$ cat src/hdl/tmcr_pkg.sv
// Shared types and constants for the text-mode cell renderer.
// No dependencies; used by tmcr_ctrl, tmcr_datapath, the top level and the checker.
package tmcr_pkg;

  localparam int TEXT_COLUMNS = 80;
  localparam int GLYPH_ROWS = 16;
  localparam int SCREEN_ROWS = 25;
  localparam int STORE_DEPTH = 4096;
  localparam int ADDR_W = $clog2(STORE_DEPTH);
  localparam int BYTE_W = 8;
  localparam int COLOR_W = 24;
  localparam int PALETTE_SIZE = 8;
  localparam int PAL_IDX_W = $clog2(PALETTE_SIZE);
  localparam int CFG_INDEX_W = PAL_IDX_W;
  localparam int CELL_COUNT = STORE_DEPTH / 2;
  localparam int CELL_W = $clog2(CELL_COUNT);
  localparam int GLYPH_W = $clog2(GLYPH_ROWS);
  localparam int COL_W = $clog2(TEXT_COLUMNS);
  localparam int ROW_W = $clog2(CELL_COUNT / TEXT_COLUMNS + 1);
  localparam int CURSOR_ROW_FIRST = GLYPH_ROWS - 2;
  localparam int PIXEL_X_W = 10;
  localparam int PIXEL_Y_W = 9;
  localparam int FG_LSB = 0;
  localparam int BG_LSB = 4;

  localparam int DIV_SHIFT = 18;
  localparam int DIV_RECIP = (2 ** DIV_SHIFT + TEXT_COLUMNS - 1) / TEXT_COLUMNS;
  localparam int DIV_RECIP_W = $clog2(DIV_RECIP + 1);
  localparam int DIV_PROD_W = CELL_W + DIV_RECIP_W;

  typedef logic [COLOR_W-1:0] color_t;

  localparam color_t PALETTE_RESET [PALETTE_SIZE] = '{
    24'h000000, 24'h0000AA, 24'h00AA00, 24'h00AAAA,
    24'hAA0000, 24'hAA00AA, 24'hAA5500, 24'hAAAAAA
  };

  typedef enum logic [1:0] {
    FUNC_TEXT_WRITE = 2'd0,
    FUNC_FONT_WRITE = 2'd1,
    FUNC_RENDER     = 2'd2,
    FUNC_NONE       = 2'd3
  } func_t;

  typedef struct packed {
    func_t             func;
    logic [ADDR_W-1:0] address;
    logic [BYTE_W-1:0] data;
    logic [ADDR_W-1:0] cursor_address;
    logic              cursor_on;
  } req_t;

  typedef struct packed {
    logic [PIXEL_X_W-1:0] pixel_x;
    logic [PIXEL_Y_W-1:0] pixel_y;
    color_t               color_a;
    color_t               color_b;
    color_t               color_c;
    color_t               color_d;
    color_t               color_e;
    color_t               color_f;
    color_t               color_g;
    color_t               color_h;
    logic                 last_row;
  } res_t;

  typedef enum logic [1:0] {
    ST_IDLE,
    ST_TEXT,
    ST_SPLIT,
    ST_EMIT
  } state_t;

  typedef struct packed {
    logic capture;
    logic text_latch;
    logic split_latch;
    logic row_load;
  } ctrl_cmd_t;

  typedef struct packed {
    logic render;
    logic on_screen;
    logic last_glyph;
  } dp_status_t;

endpackage

$ cat src/hdl/tmcr_ctrl.sv
// Controller state machine of the text-mode cell renderer.
// Depends on tmcr_pkg; drives tmcr_datapath through command signals.
module tmcr_ctrl (
  input  logic                   clk,
  input  logic                   rst,
  input  logic                   req_valid,
  output logic                   req_ready,
  output logic                   res_valid,
  input  logic                   res_ready,
  output tmcr_pkg::ctrl_cmd_t    cmd,
  input  tmcr_pkg::dp_status_t   status
);

  tmcr_pkg::state_t state;
  tmcr_pkg::state_t state_next;
  logic             res_valid_next;

  always_ff @(posedge clk) begin
    if (rst) begin
      state     <= tmcr_pkg::ST_IDLE;
      res_valid <= 1'b0;
    end else begin
      state     <= state_next;
      res_valid <= res_valid_next;
    end
  end

  always_comb begin
    state_next = state;
    case (state)
      tmcr_pkg::ST_IDLE: begin
        if (req_valid && status.render) begin
          state_next = tmcr_pkg::ST_TEXT;
        end
      end
      tmcr_pkg::ST_TEXT: begin
        state_next = tmcr_pkg::ST_SPLIT;
      end
      tmcr_pkg::ST_SPLIT: begin
        state_next = status.on_screen ? tmcr_pkg::ST_EMIT : tmcr_pkg::ST_IDLE;
      end
      tmcr_pkg::ST_EMIT: begin
        if (cmd.row_load && status.last_glyph) begin
          state_next = tmcr_pkg::ST_IDLE;
        end
      end
      default: begin
        state_next = tmcr_pkg::ST_IDLE;
      end
    endcase
  end

  always_comb begin
    req_ready        = (state == tmcr_pkg::ST_IDLE);
    cmd.capture      = req_valid && req_ready;
    cmd.text_latch   = (state == tmcr_pkg::ST_TEXT);
    cmd.split_latch  = (state == tmcr_pkg::ST_SPLIT);
    cmd.row_load     = (state == tmcr_pkg::ST_EMIT) && (!res_valid || res_ready);
    res_valid_next   = cmd.row_load || (res_valid && !res_ready);
  end

endmodule

$ cat config.mk
export PLATFORM = sky130hd
export DESIGN_NAME = tmcr_ctrl
export DESIGN_NICKNAME = d
export VERILOG_FILES = /design/src/hdl/tmcr_pkg.sv /design/src/hdl/tmcr_ctrl.sv
export SDC_FILE = /design/constraint.sdc
export NUM_CORES = 1
export LEC_CHECK = 0
export ABC_AREA = 1
export BUFFER_PORTS_ARGS = -buffer_cell sky130_fd_sc_hd__buf_2
export CAP_MARGIN = 20
export CORE_AREA = 5 5 42 44
export CTS_BUF_LIST = sky130_fd_sc_hd__clkbuf_2 sky130_fd_sc_hd__clkbuf_4 sky130_fd_sc_hd__clkbuf_8
export DETAILED_ROUTE_END_ITERATION = 10
export DIE_AREA = 0 0 47 49
export HOLD_SLACK_MARGIN = 0.06
export REMOVE_ABC_BUFFERS = 1
export SYNTH_ARGS = -nofsm -noshare
export SYNTH_HDL_FRONTEND = slang
export SYNTH_SLANG_ARGS = --single-unit
$ cat constraint.sdc
create_clock -name clk -period 1.95 [get_ports clk]
set_input_delay 0.585 -clock clk [delete_from_list [all_inputs] [get_ports clk]]
set_output_delay 0.585 -clock clk [all_outputs]
set_load 0.02 [all_outputs]
==> summary.txt <==
Yosys
  • Cells after Synth: 28
  • FF+latch count, synth: 3
  • Post-synthesis sequential area ratio: 0.3582
  • Syn_area_per_cell: between 5 and 6 sq um
  • Syn Std Cell Area: 167.7 sq um
  • Unique masters post-synth: 8
  • Ys Warns: 0

STA
  • Final setup fails: 0
  • Hold Vio Cnt, Final: 0
  • Slew HR: 0.8515
  • Final-report max-slew violation count: 0
  • Clock skew: between 0.002 and 0.003 ns
  • Slew @ Worst Pin: 0.2224 ns
  • Setup TNS: 0 ns
  • Tcrit/Tclk final: 0.8423
  • Final min period: approximately 1.6 ns
  • RSZ-0062 raised after global routing: no
  • Max Clock Freq: just over 0.6 GHz

Power
  • Max rail drop VDD: 0.0002130 V
  • LEAKAGE: approximately 0.17 nW
  • Total power: 0.2658 mW
  • PD cells: roughly 960 nW/um^2

Worst setup path
  • Reg-to-reg startpoint: state[0]
  • CP Launch Type: flip-flop
  • FF-to-FF End: state[0]
  • R2R setup slack: 1.10 ns
  • Arr. time, crit path: around 1.1 ns
  • Setup crit end kind: primary output
  • Worst Path Class, Setup: flip-flop to primary output
  • Worst R2R Path Depth: 4
  • Worst-path fanout max: 7
  • Worst Path Required: roughly 1.4 ns

Final layout
  • Share of cells above drive strength 1: 0.3864
  • Area Growth Syn to Fin: 65.67%
  • ANT cells: 0
  • Design area: between 200 and 300 sq um
  • Most frequent cells in the layout: buf_2 (12), nand2_1 (8), inv_1 (7)
  • Final core occ: 0.1982
  • Most common cell after layout, fill and taps aside: buf_2
  • Fin nets: 52

Die
  • Core Region: 1401 sq um
  • Chip Height: 49 um
  • I/O pin count: 13
  • Die W: between 40 and 50 um
  • Row count: 14
  • Full die area: about 2300 sq um
  • Initial core utilization: 0.1196

Routing
  • Antenna-violating nets left: 0
  • Final wirelength: around 480 um
  • Detailed-route DRC error count: 0
  • DR WL/cell: between 7 and 8 um
  • Drt pass-1 iters: 1
  • Total number of vias: around 220
  • Iter 0 DRT Violations: 0
  • DR vias/cell: between 3 and 4

Clock network
  • CTS root buf: clkbuf_4
  • CTS Sinks: 3
  • Post-CTS sizing: 0
  • Clk_lat worst skew: 0.23 ns
  • Worst-path clk slew: 0.04 ns
  • Post-CTS Setup Bufs: 0
  • Clk buf depth: 2
  • TritonCTS clock tree: built
  • Cts bufs inserted: 3
  • Hold_buf cts: 0
  • CTS H-tree depth: 1

Global routing
  • All-Layer GR Usage: 0.04996
  • Initial antenna violation count: 0
  • Met3 Use GR: 0.03321
  • Vias in the first global route: around 210
  • Gr busiest metal: met2
  • M2 GR Usage: 0.06787
  • Largest net degree at the start of global routing: 8
  • Grt total ovfl: 0
  • Grt met1 use: 0.05044
  • First-pass GRT wire length: a little under 800 um

Placed design
  • Placer Congestion: slightly above 0.7
  • PortBufs: 12
  • Cell Area, Placed: around 250 sq um
  • Post-DP HPWL: 390.1 um

Min path
  • Hold path start: res_valid
  • Worst Hold Depth: 2
  • Worst hold endpoint: res_valid
  • Worst hold path type: flip-flop to flip-flop

Run status
  • Run status: finished clean

Flow run
  • Total of max-cap violations: 0
-- routing by layer --
layer / part of all wire / up-vias / wire [um]
met5: 0 / - / 0
met4: 0 / 0 / 0
met3: 0.10 / 0 / 48
met2: 0.43 / 11 / 206
met1: 0.47 / 92 / 224
li1: - / 116 / -
-- how the worst max path moves through the flow --
| stage | from | endpoint | slack [ns] | cells past startpoint |
|---|---|---|---|---|
| 5_1_grt | state[0] | cmd[0] | 0.22 | 3 |
| 3_5_place_dp | req_valid | cmd[3] | 0.34 | 3 |
| 4_1_cts | state[0] | cmd[0] | 0.30 | 3 |
| 3_3_place_gp | req_valid | cmd[3] | 0.36 | 3 |
| 6_report | state[0] | cmd[0] | 0.31 | 3 |
| 2_1_floorplan | req_valid | cmd[3] | 0.26 | 1 |
-- layout make-up --
cell class | instances | area [sq um]
Fill cell | 178 | 1124
Multi-Input combinational cell | 18 | 81.33
Sequential cell | 3 | 60.06
Timing Repair Buffer | 12 | 60.06
Clock buffer | 4 | 30.03
Inverter | 7 | 26.28
Tap cell | 16 | 20.02
-- cells by family after synthesis --
group                  synth area share
AND/OR/NAND/NOR                  0.3359
buffers and inverters            0.1567
AO/OA/AOI/OAI                    0.1492
flip-flops                       0.3582
-- where the power goes --
part / leakage, nW / switching, mW / internal [mW]
Combinational: 0.126 / 0.0404 / 0.0256
Sequential: 0.0245 / 0.00953 / 0.0677
Clock: 0.0184 / 0.0320 / 0.0905
-- synth_stat cells, drive strengths merged --
library cell | instances | area, sq um
a21oi | 5 | 25.02
dfxtp | 3 | 60.06
inv | 7 | 26.28
nand2 | 9 | 36.29
nand3 | 1 | 5.000
nor2 | 2 | 7.510
nor3b | 1 | 7.510
-- registers in the layout (all words and copies together) (netlist names) --
signal     flops
state          2
res_valid      1
-- critical path: stages (launching register included) --
cell	delay, ns
dfxtp_1	0.43
nand2_2	0.10
a21oi_1	0.12
buf_2	0.18
-- metrics by stage --
step	std cells	hold slack [ns]	setup WS (ns)
floorplan	28	0.5190	0.2587
global placement	56	0.4900	0.3626
detailed placement	56	0.5137	0.3353
CTS	60	0.5189	0.3034
global route	60	0.5391	0.2154
finish	60	0.5200	0.3074
No activity file was read; power rests on OpenSTA's default activity.
